[config.mk]
export PLATFORM = sky130hd
export DESIGN_NAME = i2c_master_transfer_sequencer_core_flat
export DESIGN_NICKNAME = d
export VERILOG_FILES = /design/src/rtl/core/i2cmts_pkg.sv /design/src/rtl/core/i2cmts_channels.sv /design/src/rtl/core/i2c_master_transfer_sequencer_core.sv /design/src/flat_wrapper.sv
export SDC_FILE = /design/constraint.sdc
export NUM_CORES = 1
export LEC_CHECK = 0
export ABC_AREA = 0
export BUFFER_PORTS_ARGS = -buffer_cell sky130_fd_sc_hd__clkbuf_2
export CELL_PAD_IN_SITES_DETAIL_PLACEMENT = 1
export CELL_PAD_IN_SITES_GLOBAL_PLACEMENT = 1
export CORE_ASPECT_RATIO = 1.1
export CORE_MARGIN = 2
export CORE_UTILIZATION = 40
export CTS_BUF_LIST = sky130_fd_sc_hd__clkbuf_8
export CTS_CLUSTER_DIAMETER = 30
export CTS_CLUSTER_SIZE = 28
export DETAILED_ROUTE_END_ITERATION = 10
export PLACE_DENSITY_LB_ADDON = 0.05
export SLEW_MARGIN = 20
export SYNTH_ARGS = -nofsm -noshare
export SYNTH_HDL_FRONTEND = slang
export SYNTH_SLANG_ARGS = --single-unit
[constraint.sdc]
create_clock -name clock -period 3.1 [get_ports clock]
set_input_delay 0.155 -clock clock [delete_from_list [all_inputs] [get_ports clock]]
set_output_delay 0.155 -clock clock [all_outputs]
set_load 0.01 [all_outputs]
[src/rtl/core/i2cmts_pkg.sv]
// Types and constants of the I2C master transfer sequencer.
package i2cmts_pkg;

   // command codes on the mode field
   localparam logic [1:0] MODE_WRITE = 2'd0;
   localparam logic [1:0] MODE_READ  = 2'd1;
   localparam logic [1:0] MODE_EVENT = 2'd2;

   // finish codes
   localparam logic [1:0] FINISH_BUSY   = 2'd0;
   localparam logic [1:0] FINISH_DONE   = 2'd1;
   localparam logic [1:0] FINISH_FAILED = 2'd2;

   // bus status codes, low three bits masked off
   localparam logic [7:0] STATUS_MASK      = 8'hF8;
   localparam logic [7:0] STATUS_START     = 8'h08;
   localparam logic [7:0] STATUS_SLAW_ACK  = 8'h18;
   localparam logic [7:0] STATUS_DATA_ACK  = 8'h28;
   localparam logic [7:0] STATUS_SLAR_ACK  = 8'h40;
   localparam logic [7:0] STATUS_RX_ACK    = 8'h50;
   localparam logic [7:0] STATUS_RX_NACK   = 8'h58;

   typedef enum logic [2:0] {
      PHASE_IDLE    = 3'd0,
      PHASE_DONE    = 3'd1,
      PHASE_FAILED  = 3'd2,
      PHASE_START   = 3'd3,
      PHASE_ADDRESS = 3'd4,
      PHASE_READ    = 3'd5,
      PHASE_WRITE   = 3'd6
   } phase_type;

   typedef struct packed {
      logic [1:0] mode;
      logic [7:0] slave_addr;
      logic [7:0] byte_count;
      logic [7:0] bus_status;
      logic [7:0] rx_byte;
      logic [7:0] tx_byte;
   } req_payload_type;

   typedef struct packed {
      logic       send_start;
      logic       send_stop;
      logic       ack_enable;
      logic       irq_enable;
      logic       tx_valid;
      logic [7:0] tx_data;
      logic       rx_valid;
      logic [7:0] rx_data;
      logic [1:0] finish;
      logic [7:0] bytes_done;
   } rsp_payload_type;

endpackage

[src/rtl/core/i2cmts_channels.sv]
// Valid/ready channel interfaces for command/event items and result items.
interface i2cmts_req_if;
   logic                        valid;
   logic                        ready;
   i2cmts_pkg::req_payload_type payload;

   modport source (output valid, output payload, input ready);
   modport sink (input valid, input payload, output ready);
endinterface

interface i2cmts_rsp_if;
   logic                        valid;
   logic                        ready;
   i2cmts_pkg::rsp_payload_type payload;

   modport source (output valid, output payload, input ready);
   modport sink (input valid, input payload, output ready);
endinterface

[src/rtl/core/i2c_master_transfer_sequencer_core.sv]
// Top level of the I2C master transfer sequencer: phase machine and result register.
//
// Usage:
//  - req_chan carries command and bus-event items. mode 0/1 starts a write/read
//    of byte_count bytes to slave_addr (bit 0 forced to the direction); mode 2
//    delivers a bus status event with the received byte and the next tx byte.
//  - rsp_chan returns exactly one result item per accepted item: START/STOP
//    requests, ACK and interrupt enables, a byte to load or a byte captured,
//    and the finish code with the byte count.
//  - Latency: the result is valid in the cycle after the item is accepted.
//  - Throughput: one item per cycle unless a result stalls. The phase update and
//    the result are one short decode from the phase register; nothing iterates.
//  - Stall: req_chan.ready = !rsp_valid_ff || rsp_chan.ready, so while a result
//    waits untaken no new item enters and the result holds its value; when the
//    receiver takes it, the next item is accepted in that same cycle.
//  - Reset (synchronous, active high): phase goes idle, the saved transfer
//    context clears and the result register empties.
//  - A start command always abandons any transfer in progress. A zero count
//    finishes at once with done. Any unexpected status reports failed.
module i2c_master_transfer_sequencer_core (
   input  logic                clock,
   input  logic                reset,
   i2cmts_req_if.sink          req_chan,
   i2cmts_rsp_if.source        rsp_chan
);

   // transfer context
   i2cmts_pkg::phase_type phase_ff, phase_in;
   logic                  is_read_ff, is_read_in;
   logic [7:0]            address_byte_ff, address_byte_in;
   logic [7:0]            remaining_ff, remaining_in;
   logic [7:0]            requested_ff, requested_in;

   // result register
   logic                        rsp_valid_ff;
   i2cmts_pkg::rsp_payload_type rsp_payload_ff, rsp_payload_in;

   logic accept;

   // decode
   logic [7:0] status;
   logic       is_start_cmd;
   logic       is_event;
   logic       start_ok;    // START acknowledged, send address
   logic       rd_capture;  // a data byte arrived in read phase
   logic       to_read;
   logic       to_write;
   logic       fail;
   logic [7:0] rem_eff;     // count after this event's capture
   logic       last;        // nothing left to move

   assign accept         = req_chan.valid && req_chan.ready;
   assign req_chan.ready = !rsp_valid_ff || rsp_chan.ready;
   assign rsp_chan.valid = rsp_valid_ff;
   assign rsp_chan.payload = rsp_payload_ff;

   // status decode shared by next-state and output logic
   always_comb begin
      status       = req_chan.payload.bus_status & i2cmts_pkg::STATUS_MASK;
      is_start_cmd = (req_chan.payload.mode == i2cmts_pkg::MODE_WRITE) ||
                     (req_chan.payload.mode == i2cmts_pkg::MODE_READ);
      is_event     = (req_chan.payload.mode == i2cmts_pkg::MODE_EVENT);
      start_ok     = is_event && (phase_ff == i2cmts_pkg::PHASE_START) &&
                     (status == i2cmts_pkg::STATUS_START);
      rd_capture   = is_event && (phase_ff == i2cmts_pkg::PHASE_READ) &&
                     ((status == i2cmts_pkg::STATUS_RX_ACK) ||
                      (status == i2cmts_pkg::STATUS_RX_NACK));
      to_read      = rd_capture ||
                     (is_event && (phase_ff == i2cmts_pkg::PHASE_ADDRESS) && is_read_ff &&
                      (status == i2cmts_pkg::STATUS_SLAR_ACK));
      to_write     = is_event &&
                     (((phase_ff == i2cmts_pkg::PHASE_ADDRESS) && !is_read_ff &&
                       (status == i2cmts_pkg::STATUS_SLAW_ACK)) ||
                      ((phase_ff == i2cmts_pkg::PHASE_WRITE) &&
                       (status == i2cmts_pkg::STATUS_DATA_ACK)));
      fail         = is_event && !(start_ok || to_read || to_write);
      rem_eff      = rd_capture ? (remaining_ff - 8'd1) : remaining_ff;
      last         = (rem_eff == 8'd0);
   end

   // next state
   always_comb begin
      phase_in        = phase_ff;
      is_read_in      = is_read_ff;
      address_byte_in = address_byte_ff;
      remaining_in    = remaining_ff;
      requested_in    = requested_ff;
      if (is_start_cmd) begin
         if (req_chan.payload.byte_count == 8'd0) begin
            phase_in = i2cmts_pkg::PHASE_DONE;
         end else begin
            is_read_in      = req_chan.payload.mode[0];
            address_byte_in = {req_chan.payload.slave_addr[7:1], req_chan.payload.mode[0]};
            remaining_in    = req_chan.payload.byte_count;
            requested_in    = req_chan.payload.byte_count;
            phase_in        = i2cmts_pkg::PHASE_START;
         end
      end else if (start_ok) begin
         phase_in = i2cmts_pkg::PHASE_ADDRESS;
      end else if (to_read) begin
         remaining_in = rem_eff;
         if (last) begin
            phase_in = i2cmts_pkg::PHASE_DONE;
         end else begin
            phase_in = i2cmts_pkg::PHASE_READ;
         end
      end else if (to_write) begin
         if (last) begin
            phase_in = i2cmts_pkg::PHASE_DONE;
         end else begin
            remaining_in = remaining_ff - 8'd1;
            phase_in     = i2cmts_pkg::PHASE_WRITE;
         end
      end else if (fail) begin
         phase_in = i2cmts_pkg::PHASE_FAILED;
      end
   end

   // result item
   always_comb begin
      rsp_payload_in = '0;
      if (is_start_cmd) begin
         if (req_chan.payload.byte_count == 8'd0) begin
            rsp_payload_in.finish = i2cmts_pkg::FINISH_DONE;
         end else begin
            rsp_payload_in.send_start = 1'b1;
            rsp_payload_in.irq_enable = 1'b1;
         end
      end else if (start_ok) begin
         rsp_payload_in.tx_valid   = 1'b1;
         rsp_payload_in.tx_data    = address_byte_ff;
         rsp_payload_in.irq_enable = 1'b1;
      end else if (to_read || to_write) begin
         if (rd_capture) begin
            rsp_payload_in.rx_valid = 1'b1;
            rsp_payload_in.rx_data  = req_chan.payload.rx_byte;
         end
         if (last) begin
            rsp_payload_in.send_stop  = 1'b1;
            rsp_payload_in.finish     = i2cmts_pkg::FINISH_DONE;
            rsp_payload_in.bytes_done = requested_ff;
         end else if (to_read) begin
            // NACK the final byte
            rsp_payload_in.ack_enable = (rem_eff != 8'd1);
            rsp_payload_in.irq_enable = 1'b1;
         end else begin
            rsp_payload_in.tx_valid   = 1'b1;
            rsp_payload_in.tx_data    = req_chan.payload.tx_byte;
            rsp_payload_in.irq_enable = 1'b1;
         end
      end else if (fail) begin
         rsp_payload_in.finish = i2cmts_pkg::FINISH_FAILED;
      end
   end

   always_ff @(posedge clock) begin
      if (reset) begin
         phase_ff        <= i2cmts_pkg::PHASE_IDLE;
         is_read_ff      <= 1'b0;
         address_byte_ff <= 8'd0;
         remaining_ff    <= 8'd0;
         requested_ff    <= 8'd0;
         rsp_valid_ff    <= 1'b0;
      end else begin
         if (accept) begin
            phase_ff        <= phase_in;
            is_read_ff      <= is_read_in;
            address_byte_ff <= address_byte_in;
            remaining_ff    <= remaining_in;
            requested_ff    <= requested_in;
            rsp_valid_ff    <= 1'b1;
         end else if (rsp_chan.ready) begin
            rsp_valid_ff <= 1'b0;
         end
      end
   end

   always_ff @(posedge clock) begin
      if (accept) begin
         rsp_payload_ff <= rsp_payload_in;
      end
   end

endmodule

[src/flat_wrapper.sv]
// flat-port wrapper written by rule: the top's interface ports become plain ports
module i2c_master_transfer_sequencer_core_flat 
  (clock, reset, req_chan_valid, req_chan_payload, req_chan_ready, rsp_chan_valid, rsp_chan_payload, rsp_chan_ready);
  i2cmts_req_if req_chan_i ();
  i2cmts_rsp_if rsp_chan_i ();
  input  logic clock;
  input  logic reset;
  input wire logic [$bits(req_chan_i.valid)-1:0] req_chan_valid;
  input wire logic [$bits(req_chan_i.payload)-1:0] req_chan_payload;
  output wire logic [$bits(req_chan_i.ready)-1:0] req_chan_ready;
  output wire logic [$bits(rsp_chan_i.valid)-1:0] rsp_chan_valid;
  output wire logic [$bits(rsp_chan_i.payload)-1:0] rsp_chan_payload;
  input wire logic [$bits(rsp_chan_i.ready)-1:0] rsp_chan_ready;
  assign req_chan_i.valid = req_chan_valid;
  assign req_chan_i.payload = req_chan_payload;
  assign req_chan_ready = req_chan_i.ready;
  assign rsp_chan_valid = rsp_chan_i.valid;
  assign rsp_chan_payload = rsp_chan_i.payload;
  assign rsp_chan_i.ready = rsp_chan_ready;
  i2c_master_transfer_sequencer_core u_core (.clock(clock), .reset(reset), .req_chan(req_chan_i), .rsp_chan(rsp_chan_i));
endmodule
== Word level (Yosys, flattened, before mapping) ==
Cells that the tools add are included.

* Register bits after elaboration: 61
* Word-level logic and storage cells: 107
* Output and inout bits: 34
* Bits of input ports: 46

* Multiplexer cells: 32
* Add/subtract/negate cells: 1
* Equality and inequality tests: 16
* Bitwise operators: 5
* Reduce and logical (&&, ||, !) cells: 37

{| class="wikitable"
|+ Operators with widths
! kind !! number
|-
| $mux 8 || 8
|-
| $mux 10 || 3
|-
| $mux 9 || 3
|-
| $mux 3 || 7
|-
| $mux 19 || 1
|-
| $logic_not 8->1 || 2
|-
| $eq 5x4->1 const B || 3
|-
| $logic_and 1x1->1 || 13
|-
| $eq 3x3->1 const B || 3
|-
| $logic_or 1x1->1 || 8
|-
| $mux 2 || 4
|-
| $ne 8x1->1 const B || 1
|-
| $reduce_or 4->1 || 2
|-
| $sub 8x1->8 const B || 1
|-
| $mux 1 || 6
|-
| $eq 5x1->1 const B || 1
|-
| $eq 5x2->1 const B || 1
|-
| $eq 5x3->1 const B || 1
|-
| $not 1->1 || 5
|-
| $reduce_and 5->1 || 1
|-
| $reduce_bool 5->1 || 1
|-
| $reduce_or 5->1 || 1
|-
| $eq 3x2->1 const B || 1
|-
| $logic_not 1->1 || 3
|-
| other kinds (11) || 11
|}

== Logic depth before layout (Yosys ltp) ==
Gate-level depths: netlist of run 1.

* Depth in word-level cells: 14
* Gate-level depth with buffers: 9
* Mapped depth without buffers: 8

== Worst setup path after synthesis of run 1 ==
No wires, ideal clock.

* Path type: reg-to-reg
* Start point: reg u_core.remaining_ff[0]
* End point: reg u_core.remaining_ff[1]
* Setup slack: 0.915 ns
* Data arrival time: 2.064 ns
* Buffers on the path: 0
* Period minus slack after synthesis: 2.185 ns
* Library setup time: 0.121 ns
* Required time: 2.979 ns
* Cell stages (with the launch flop): 9
* Path through: dfxtp_1 inv_1 ha_1 nor3b_1 and3_1 o21ai_0 o31a_1 o31ai_4 mux2_4

* Cells in the longest elaborated chain, start to end: 6
* Elaborated cells on any way between the ends: 10
* Classes of those cells: 1 x add/sub; 1 x eq/ne; 6 x mux; 2 x reduce/logical

{| class="wikitable"
|+ RTL lines
! item !! RTL line !! text
|-
| start, declared || i2c_master_transfer_sequencer_core.sv:31 || <nowiki>logic [7:0] remaining_ff, remaining_in;</nowiki>
|-
| start signal, assigned || i2c_master_transfer_sequencer_core.sv:169 || <nowiki>remaining_ff <= remaining_in;</nowiki>
|-
| branches (longest 6 deep; another with $sub 8x1->8) || - ||
|}

Several ways; the timed one is not identified. The select of a mux whose other input is x is not followed.
A chain may end at the register's enable or synchronous reset.

==> results by stage, run 1 <==
Status:
- The flow ran to the end, and the final reports show no timing, DRC or antenna violations.

Timing:
- Across all setup checks in the final design, the least slack found is slightly below 600 ps.
- The final count of hold timing violations is 0.
- At the pin with the least slew margin, the transition time is between 700 and 800 ps.
- The worst path needs between 2000 and 3000 ps of the cycle, external delays included.
- Dividing the final minimum period by the clock period gives 80.85%.
- The worst hold margin is 35.90 ps.
- In this run the tightest slew margin relative to its limit is 50.91%.
- The total count of max-transition violations in the final report is 0.
- Adding up every negative setup slack in the final design gives 0 ps.
- The worst clock skew is about 8.5 ps.
- Derived from the worst setup path, the maximum achievable clock frequency is between 300 and 400 MHz.
- Setup repair after global routing left no endpoint under its margin.
- Setup violations remaining at the end of the flow were counted as 0.

Setup path:
- The arrival time of data at the critical path endpoint is approximately 2600 ps.
- The cell with the largest stage delay on the worst path is sky130_fd_sc_hd__dfxtp_1.
- The required time at the endpoint of the critical path is approximately 3200 ps.
- The largest single stage delay on the critical path is around 400 ps.
- The worst setup path is launched from a flip-flop.
- Counting both buffers and inverters, the worst setup path holds a total of 2.
- The critical path capture point type is a flip-flop.
- In this design, the largest share of critical-path delay is due to simple AND/OR/NAND/NOR gates.
- The category of the most critical setup path is reg -> reg.
- The highest net fanout along the worst path is 11.
- The critical path goes through inv_1 > ha_1 > nor3b_1 > and3_1 > o21ai_0 > o31a_1 > a2111oi_1 > buf_4 > or2_2.

Layout:
- From synthesis to final layout, the design area changed by 23.26%.
- Of the cells placed in the final design, the portion with a size suffix greater than 1 is between 30% and 40%.
- The diode insertion count for antenna repair is 0.
- The number of nets at the end of the flow is slightly above 400.
- After routing the design area is approximately 3600 um2.
- The post-layout instance count excluding filler cells is about 450.
- The share of the core filled with cells is between 50% and 60%.

Clocking:
- The number of clock sinks is 60.
- The post-cts repair resize count is 0.
- TritonCTS built the clock tree.
- The deepest clock path buffer count is 2.
- In this run, CTS created clock tree buffers numbering 9.
- Post-CTS timing repair inserted 0 buffers for setup.
- The H-tree depth reported by CTS is 3.
- Buffers inserted to repair hold after CTS numbered 0.
- The buffer type at the clock tree root is sky130_fd_sc_hd__clkbuf_8.
- The clock-pin slew reported for the worst setup and hold paths after clock tree synthesis is about 70 ps.
- The insertion delay of the later-clocked pin in the worst-skew pair is around 340 ps.

Global routing:
- Global routing used between 15 and 20% of the available tracks.
- The number of antenna violations at the first check in global routing is 0.
- The first global-routing pass estimated 12120 um of wire.
- The number of global-route vias before repair came to approximately 2400.
- Entering global routing, the biggest net connects 37 pins.
- The leftover overflow at the end of global routing is 0.

Place:
- The pre-CTS worst setup slack is about 640 ps.
- Summed over all nets, the half-perimeter wirelength after detailed placement is 5446 um.
- The congestion estimate from routability-driven global placement came to around 0.8.
- The cell area after placement is 3402 um2.
- The number of buffers inserted by port buffering is 75.
- The number of placed instances, taps included, is 430.

Synth:
- The area of the mapped netlist is 2915 um2.
- The number of flops mapped to enable cells by yosys is 32.
- Summed over its instances, the top area cell type makes up about a third of the synthesized netlist area.
- The count of mapped cells out of synthesis is roughly 280.
- Yosys attributes the largest share of cell area to sky130_fd_sc_hd__edfxtp_1 33%, sky130_fd_sc_hd__dfxtp_1 19%, sky130_fd_sc_hd__mux2i_1 4.8%.
- The total nets after synthesis is about 320.
- Yosys printed 0 warnings.
- The synthesized design contains 60 register bits.
- In the synthesized netlist the async set-or-reset flop fraction comes to 0%.
- The number of distinct standard cells referenced by the synthesized netlist is between 50 and 60.
- The most frequently used cell type in the post-synthesis netlist is sky130_fd_sc_hd__edfxtp_1.
- The cell taking the most area after synthesis is sky130_fd_sc_hd__edfxtp_1.
- Each instance of the synthesized netlist takes up on average 10.60 um2.
- The commonest cells after synthesis are 32 x sky130_fd_sc_hd__edfxtp_1, 28 x sky130_fd_sc_hd__dfxtp_1, 26 x sky130_fd_sc_hd__nand2_1.
- The portion of the post-synthesis area used by sequential elements is 52.19%.
- The prevailing post-synth register cell is sky130_fd_sc_hd__edfxtp_1.

Floorplanning:
- The x dimension of the die is 85.40 um.
- The die is just over 90 um tall.
- The cell row count is 32.
- The initial cell density of the core is between 40% and 50%.
- The core region is around 7000 um2.
- For this design the top-level I/O count stands at 80.
- The area of the die is 7988 um2.

Pwr:
- The maximum ir drop on the vdd rail is 0.3032 mV.
- The leakage power summed over all cells is between 1.5 and 2 nW.
- Dividing total power by cell area gives a power density of approximately 520 nW/um2.
- The post-layout total power is between 1.5 and 2 mW.

Routing:
- The total length of routed wires is ~7600 um.
- The detailed router finished its first iteration with 75 violations.
- Using the TritonRoute via totals, the vias-per-cell ratio works out to approximately 5.4.
- The DRC violation count after routing is 0.
- In this run the remaining antenna-violating nets after routing total 0.
- The routed wire length per instance is 16.94 um.
- The number of search-and-repair iterations in the first detailed-routing pass is 4.
- The via total after detailed routing is 2395.

Flow run:
- The max-capacitance violation count is 0.

Min path:
- The class of the most critical hold timing path is in -> reg.
## worst register-to-register path: stages (launching register included)
cell and delay [ps]:
sky130_fd_sc_hd__dfxtp_1 400, sky130_fd_sc_hd__inv_1 120, sky130_fd_sc_hd__ha_1 280, sky130_fd_sc_hd__nor3b_1 170, sky130_fd_sc_hd__and3_1 190, sky130_fd_sc_hd__o21ai_0 220
sky130_fd_sc_hd__o31a_1 300, sky130_fd_sc_hd__a2111oi_1 80, sky130_fd_sc_hd__buf_4 200, sky130_fd_sc_hd__or2_2 290
## state kept, by name, summed over array words and instances (netlist names)
register / count
u_core.phase_ff: 3
u_core.remaining_ff: 8
u_core.address_byte_ff: 8
u_core.requested_ff: 8
u_core.rsp_chan.payload: 32
u_core.rsp_chan.valid: 1
## cell type report
cell class	count	area, um2
Fill cell	799	3453
Sequential cell	60	1521
Multi-Input combinational cell	192	1300
Timing Repair Buffer	83	435.4
Clock buffer	9	123.9
Tap cell	85	106.4
Clock inverter	7	67.56
Inverter	10	38.79
## placed cells by master, fill, tap and decap left out, types with 4 or more instances in the layout
cell	count
sky130_fd_sc_hd__and2_1	18
sky130_fd_sc_hd__nor2_1	24
sky130_fd_sc_hd__mux2i_1	14
sky130_fd_sc_hd__nand3_1	4
sky130_fd_sc_hd__nor3_1	5
sky130_fd_sc_hd__a211o_1	6
sky130_fd_sc_hd__dfxtp_1	28
sky130_fd_sc_hd__clkbuf_2	75
sky130_fd_sc_hd__nand2b_1	10
sky130_fd_sc_hd__edfxtp_1	32
sky130_fd_sc_hd__buf_4	8
sky130_fd_sc_hd__xor2_1	5
sky130_fd_sc_hd__xnor2_1	4
sky130_fd_sc_hd__inv_1	9
sky130_fd_sc_hd__clkbuf_8	9
sky130_fd_sc_hd__nand2_1	26
sky130_fd_sc_hd__a21oi_1	16
sky130_fd_sc_hd__o21ai_0	5
sky130_fd_sc_hd__a22o_1	8
## layer usage
layer	track usage, %	up-vias	wire length (um)
li1	-	1161	-
met1	25.00	1166	3399
met2	33.14	57	3682
met3	5.119	11	348
met4	6.614	0	126
met5	0	-	0
## cell families (layout without fill, tap and decap cells)
kind of cell	after synthesis	after routing	share of synthesized area, %
AO/OA/AOI/OAI	55	55	14.72
multiplexers	15	15	5.322
flip-flops	60	60	52.19
buffers and inverters	23	109	3.219
adder cells (fa/ha/maj)	1	1	0.4291
XOR/XNOR	9	9	2.704
AND/OR/NAND/NOR	112	112	21.42
## worst paths after layout
| path | startpoint | to | slack, ps | depth (start not counted) |
|---|---|---|---|---|
| worst min register to register | u_core.requested_ff[0]$_SDFFE_PP0P_ | u_core.requested_ff[0]$_SDFFE_PP0P_ | 450 | 2 |
| worst max-delay path | u_core.remaining_ff[0]$_SDFFE_PP0P_ | u_core.rsp_chan.payload[8]$_DFFE_PP_ | 590 | 9 |
| worst min-delay path | req_chan_valid | u_core.rsp_chan.valid$_SDFFE_PP0P_ | 40 | 3 |
| worst max register to register | u_core.remaining_ff[0]$_SDFFE_PP0P_ | u_core.rsp_chan.payload[8]$_DFFE_PP_ | 590 | 9 |
## where the power goes
group	total (mW)	internal [mW]	switching, mW	leakage, nW
combinational	0.276	0.118	0.158	0.940
clock	0.686	0.366	0.320	0.0926
sequential	0.909	0.877	0.0316	0.553
total	1.87	1.36	0.510	1.59
Power figures use the tool's default switching activity.
==> run 2: changes to the inputs <==
Settings changed: ABC_AREA 0 to 1, CORE_UTILIZATION 40 to 39.
Clock period 3.1 ns to 2.6 ns, I/O delays scaled along.
==> run 2 against run 1 <==
Effect of this change: largest power group unchanged; critical path depth increased by 5; register-to-register slack got worse by 310 ps; critical endpoint is now u_core.rsp_chan.payload[28]$_DFFE_PP_; via count up 21%.
==> results by stage, run 2 <==
Synth:
- The total nets after synthesis is between 400 and 500.
- The area of the mapped netlist is 3104 um2.
- After synthesis, flip-flops and latches occupy between 40% and 50% of the total area.
- The mean cell area of the mapped netlist is around 7.6 um2.
- Yosys attributes the largest share of cell area to sky130_fd_sc_hd__edfxtp_1 31%, sky130_fd_sc_hd__dfxtp_1 18%, sky130_fd_sc_hd__nand2_1 9.8%.
- By count the netlist is led by 81 x sky130_fd_sc_hd__nand2_1, 60 x sky130_fd_sc_hd__nor2_1, 54 x sky130_fd_sc_hd__inv_1.
- By instance count, the leading cell after synthesis is sky130_fd_sc_hd__nand2_1.
- Among all flip-flop cells after synthesis, the most frequent one is sky130_fd_sc_hd__edfxtp_1.
- The count of mapped cells out of synthesis is between 400 and 500.
- The number of synthesis warnings is 0.
- The number of flops mapped to enable cells by yosys is 32.
- For this run, asynchronously set or reset flops after synthesis account for 0%.
- In this run the biggest area consumer among cell types represents between 30% and 40% of the synthesized area.
- Synthesis instantiated 32 different standard cells from the library.
- The synthesized design contains 60 register bits.
- The cell taking the most area after synthesis is sky130_fd_sc_hd__edfxtp_1.

Global routing:
- Global routing finished with a remaining overflow of 0.
- The first global-routing pass estimated roughly 14000 um of wire.
- The number of global-route vias before repair is about 2800.
- The number of antenna violations at the first check in global routing is 0.
- Across every metal layer, demand over resource in global routing totals between 20% and 30%.
- The largest net degree at the start of global routing is 37.

Routing:
- The final layout contains routed wiring with a total length of between 8000 and 9000 um.
- The remaining antenna violation count after routing is 0.
- The number of DRC markers after the initial detailed-route iteration is 93.
- In the final routed layout, each cell accounts on average for roughly 14 um.
- The first detailed-routing pass took 4 iterations.
- The via total after detailed routing is 2904.
- For this run, design rule violations remaining after detail routing come to 0.
- The average via count per standard cell is 4.864.

Layout:
- The repair_antennas step left the layout with diodes totalling 0.
- Leaving out fill and tap cells, the most frequent cells in the layout are 80 x sky130_fd_sc_hd__nand2_1, 75 x sky130_fd_sc_hd__clkbuf_2, 59 x sky130_fd_sc_hd__nor2_1.
- The post-layout instance count excluding filler cells is around 600.
- In the final design database the tool counted about 530 nets.
- The fraction of layout cells with a size suffix above 1 is approximately 23%.
- From synthesis to final layout, the design area changed by 23.26%.
- The number of flip-flops under the largest register name is 32.
- The library cell used most frequently in the layout, excluding fill and tap cells, is sky130_fd_sc_hd__nand2_1.
- The layout has 1046 filler cells.

Setup path:
- The kind of launch point of the worst setup path is a flip-flop.
- For the worst setup path, the data arrival time is ~2400 ps.
- The required time at the endpoint of the critical path is approximately 2700 ps.
- The critical path capture point type is a flip-flop.
- The critical path is of the reg -> reg type.
- In this run the worst path has a maximum fanout of 6.

Clocking:
- The TritonCTS clock tree is done.
- In this run the number of H-tree levels came out at 3.
- Once the clock tree was built, the setup fixing pass inserted 0 buffers.
- The buffer type at the clock tree root is sky130_fd_sc_hd__clkbuf_8.
- At the later pin of the worst-skew pair, clock insertion delay measures 340 ps.
- The number of clock sinks is 60.
- Buffers inserted during clock tree synthesis total 9.
- The post-cts repair resize count is 0.
- After clock tree synthesis, the clock-pin slew on the worst setup and hold paths is approximately 80 ps.
- No sink is reached through more buffers than the 2 on the longest clock path.
- Hold repair after CTS inserted 0 buffers.

Timing:
- Adding up every negative setup slack in the final design gives 0 ps.
- The highest attainable clock frequency is ~430 MHz.
- The total count of max-transition violations in the final report is 0.
- The worst clock skew is ~11 ps.
- The worst hold margin is around 47 ps.
- The clock period minus final worst setup slack is 2315 ps.
- The final count of hold timing violations is 0.
- In the finished design, the share of the clock period the worst path needs comes to between 80 and 90%.
- Setup repair after global routing left no endpoint under its margin.
- For the pin with the worst max-slew slack, the measured transition is 680.4 ps.
- The final setup violation count is 0.
- The relative max-transition margin is 54.59%.

Floorplanning:
- The x dimension of the die is around 89 um.
- In this run the standard cell core region covers 7828 um2.
- The count of pins on the block boundary is 80.
- In this run the vertical extent of the chip is just under 100 um.
- The initialized floorplan defines 34 standard-cell rows.
- The initial cell density of the core is between 30% and 40%.
- The area of the die is between 8000 and 9000 um2.

Place:
- Buffers placed on the I/O ports in this run total between 70 and 80.
- The detailed placement HPWL is around 6300 um.
- The final weighted congestion of routability-driven global placement is between 0.8 and 0.9.
- The number of cells in the design after placement is around 580.

Status:
- The run finished with clean final reports.

Min path:
- The min-delay analysis places its worst path in the category in -> reg.

Flow run:
- Max-cap violations in this run came to 0.

Pwr:
- The leakage power summed over all cells is approximately 1.8 nW.
- The power density over cell area is 632.5 nW/um2.
- The maximum ir drop on the vdd rail is roughly 0.25 mV.
run 2: cell count changes after synthesis, sizes merged, moves of 10 or more:
cell,before,now
o21ai,7,26
nor2,24,66
a21oi,16,36
nand2,26,82
nand3,5,40
and2,18,0
mux2i,14,1
nand2b,10,0
inv,9,55
run 2: layout make-up:
| cell class | instances | area [um2] | share of cell area [%] |
|---|---|---|---|
| well taps | 108 | 135.1 | 3.532 |
| clock inverters | 6 | 87.58 | 2.289 |
| repair buffers | 81 | 432.9 | 11.31 |
| multi-input cells | 276 | 1301 | 34.01 |
| inverters | 56 | 210.2 | 5.494 |
| clock buffers | 10 | 137.6 | 3.597 |
| flip-flops and latches | 60 | 1521 | 39.76 |
run 2: worst paths after layout:
path	from	end	slack [ps]	cells past startpoint
min reg2reg	u_core.address_byte_ff[5]$_SDFFE_PP0P_	u_core.address_byte_ff[5]$_SDFFE_PP0P_	460	2
max	u_core.remaining_ff[0]$_SDFFE_PP0P_	u_core.rsp_chan.payload[28]$_DFFE_PP_	290	14
min	req_chan_payload[35]	u_core.address_byte_ff[3]$_SDFFE_PP0P_	50	3
max reg2reg	u_core.remaining_ff[0]$_SDFFE_PP0P_	u_core.rsp_chan.payload[28]$_DFFE_PP_	290	14
run 2: metal layers:
layer / wire, um / share of wire [%] / vias to the layer above / track usage [%]
li1: - / - / 1492 / -
met2: 4027 / 47 / 63 / 33.81
met4: 95 / 1.1 / 0 / 5.626
met1: 4077 / 48 / 1341 / 28.00
met3: 342 / 4.0 / 8 / 4.503
met5: 0 / 0 / - / 0
run 2: where the power goes:
| part | leakage, nW | switching, mW | internal, mW | total [mW] |
|---|---|---|---|---|
| combinational | 1.14 | 0.253 | 0.137 | 0.390 |
| clock | 0.105 | 0.390 | 0.563 | 0.953 |
| sequential | 0.554 | 0.0265 | 1.05 | 1.08 |
| total | 1.80 | 0.669 | 1.75 | 2.42 |
run 2: critical path, cell delays in order (launching register included):
cell and delay (ps):
sky130_fd_sc_hd__dfxtp_1 340, sky130_fd_sc_hd__inv_1 150, sky130_fd_sc_hd__ha_1 240, sky130_fd_sc_hd__inv_1 70, sky130_fd_sc_hd__nor2_2 130, sky130_fd_sc_hd__nand3_1 90, sky130_fd_sc_hd__nand2_1 100, sky130_fd_sc_hd__nand3_1 70
sky130_fd_sc_hd__nand2_1 110, sky130_fd_sc_hd__nand2_1 90, sky130_fd_sc_hd__nor2_4 170, sky130_fd_sc_hd__nand2_2 140, sky130_fd_sc_hd__nand2_1 90, sky130_fd_sc_hd__nand2_1 80, sky130_fd_sc_hd__or2_1 220
run 2: through the flow:
stage	worst slack, ps	util (%)	area, um2	power [mW]
after detailed placement	194.6	45.94	3596	1.485
after floorplan	252.6	-	3104	1.357
final	285.3	48.88	3826	2.420
after CTS	153.7	48.82	3821	2.444
after global placement	258.8	45.94	3596	1.472
after global routing	42.98	48.88	3826	2.541
run 2: cells by family (layout without fill, tap and decap cells):
kind of cell / after synthesis / count (layout) / share of synthesized area, %
buffers and inverters: 70 / 153 / 9.230
DFF: 60 / 60 / 49.01
adders and majority gates: 1 / 1 / 0.4030
xor gates and xnor gates: 1 / 1 / 0.2822
and+or+nand+nor: 206 / 206 / 29.06
muxes: 1 / 1 / 0.3225
AOI/OAI and AO/OA: 67 / 67 / 11.69
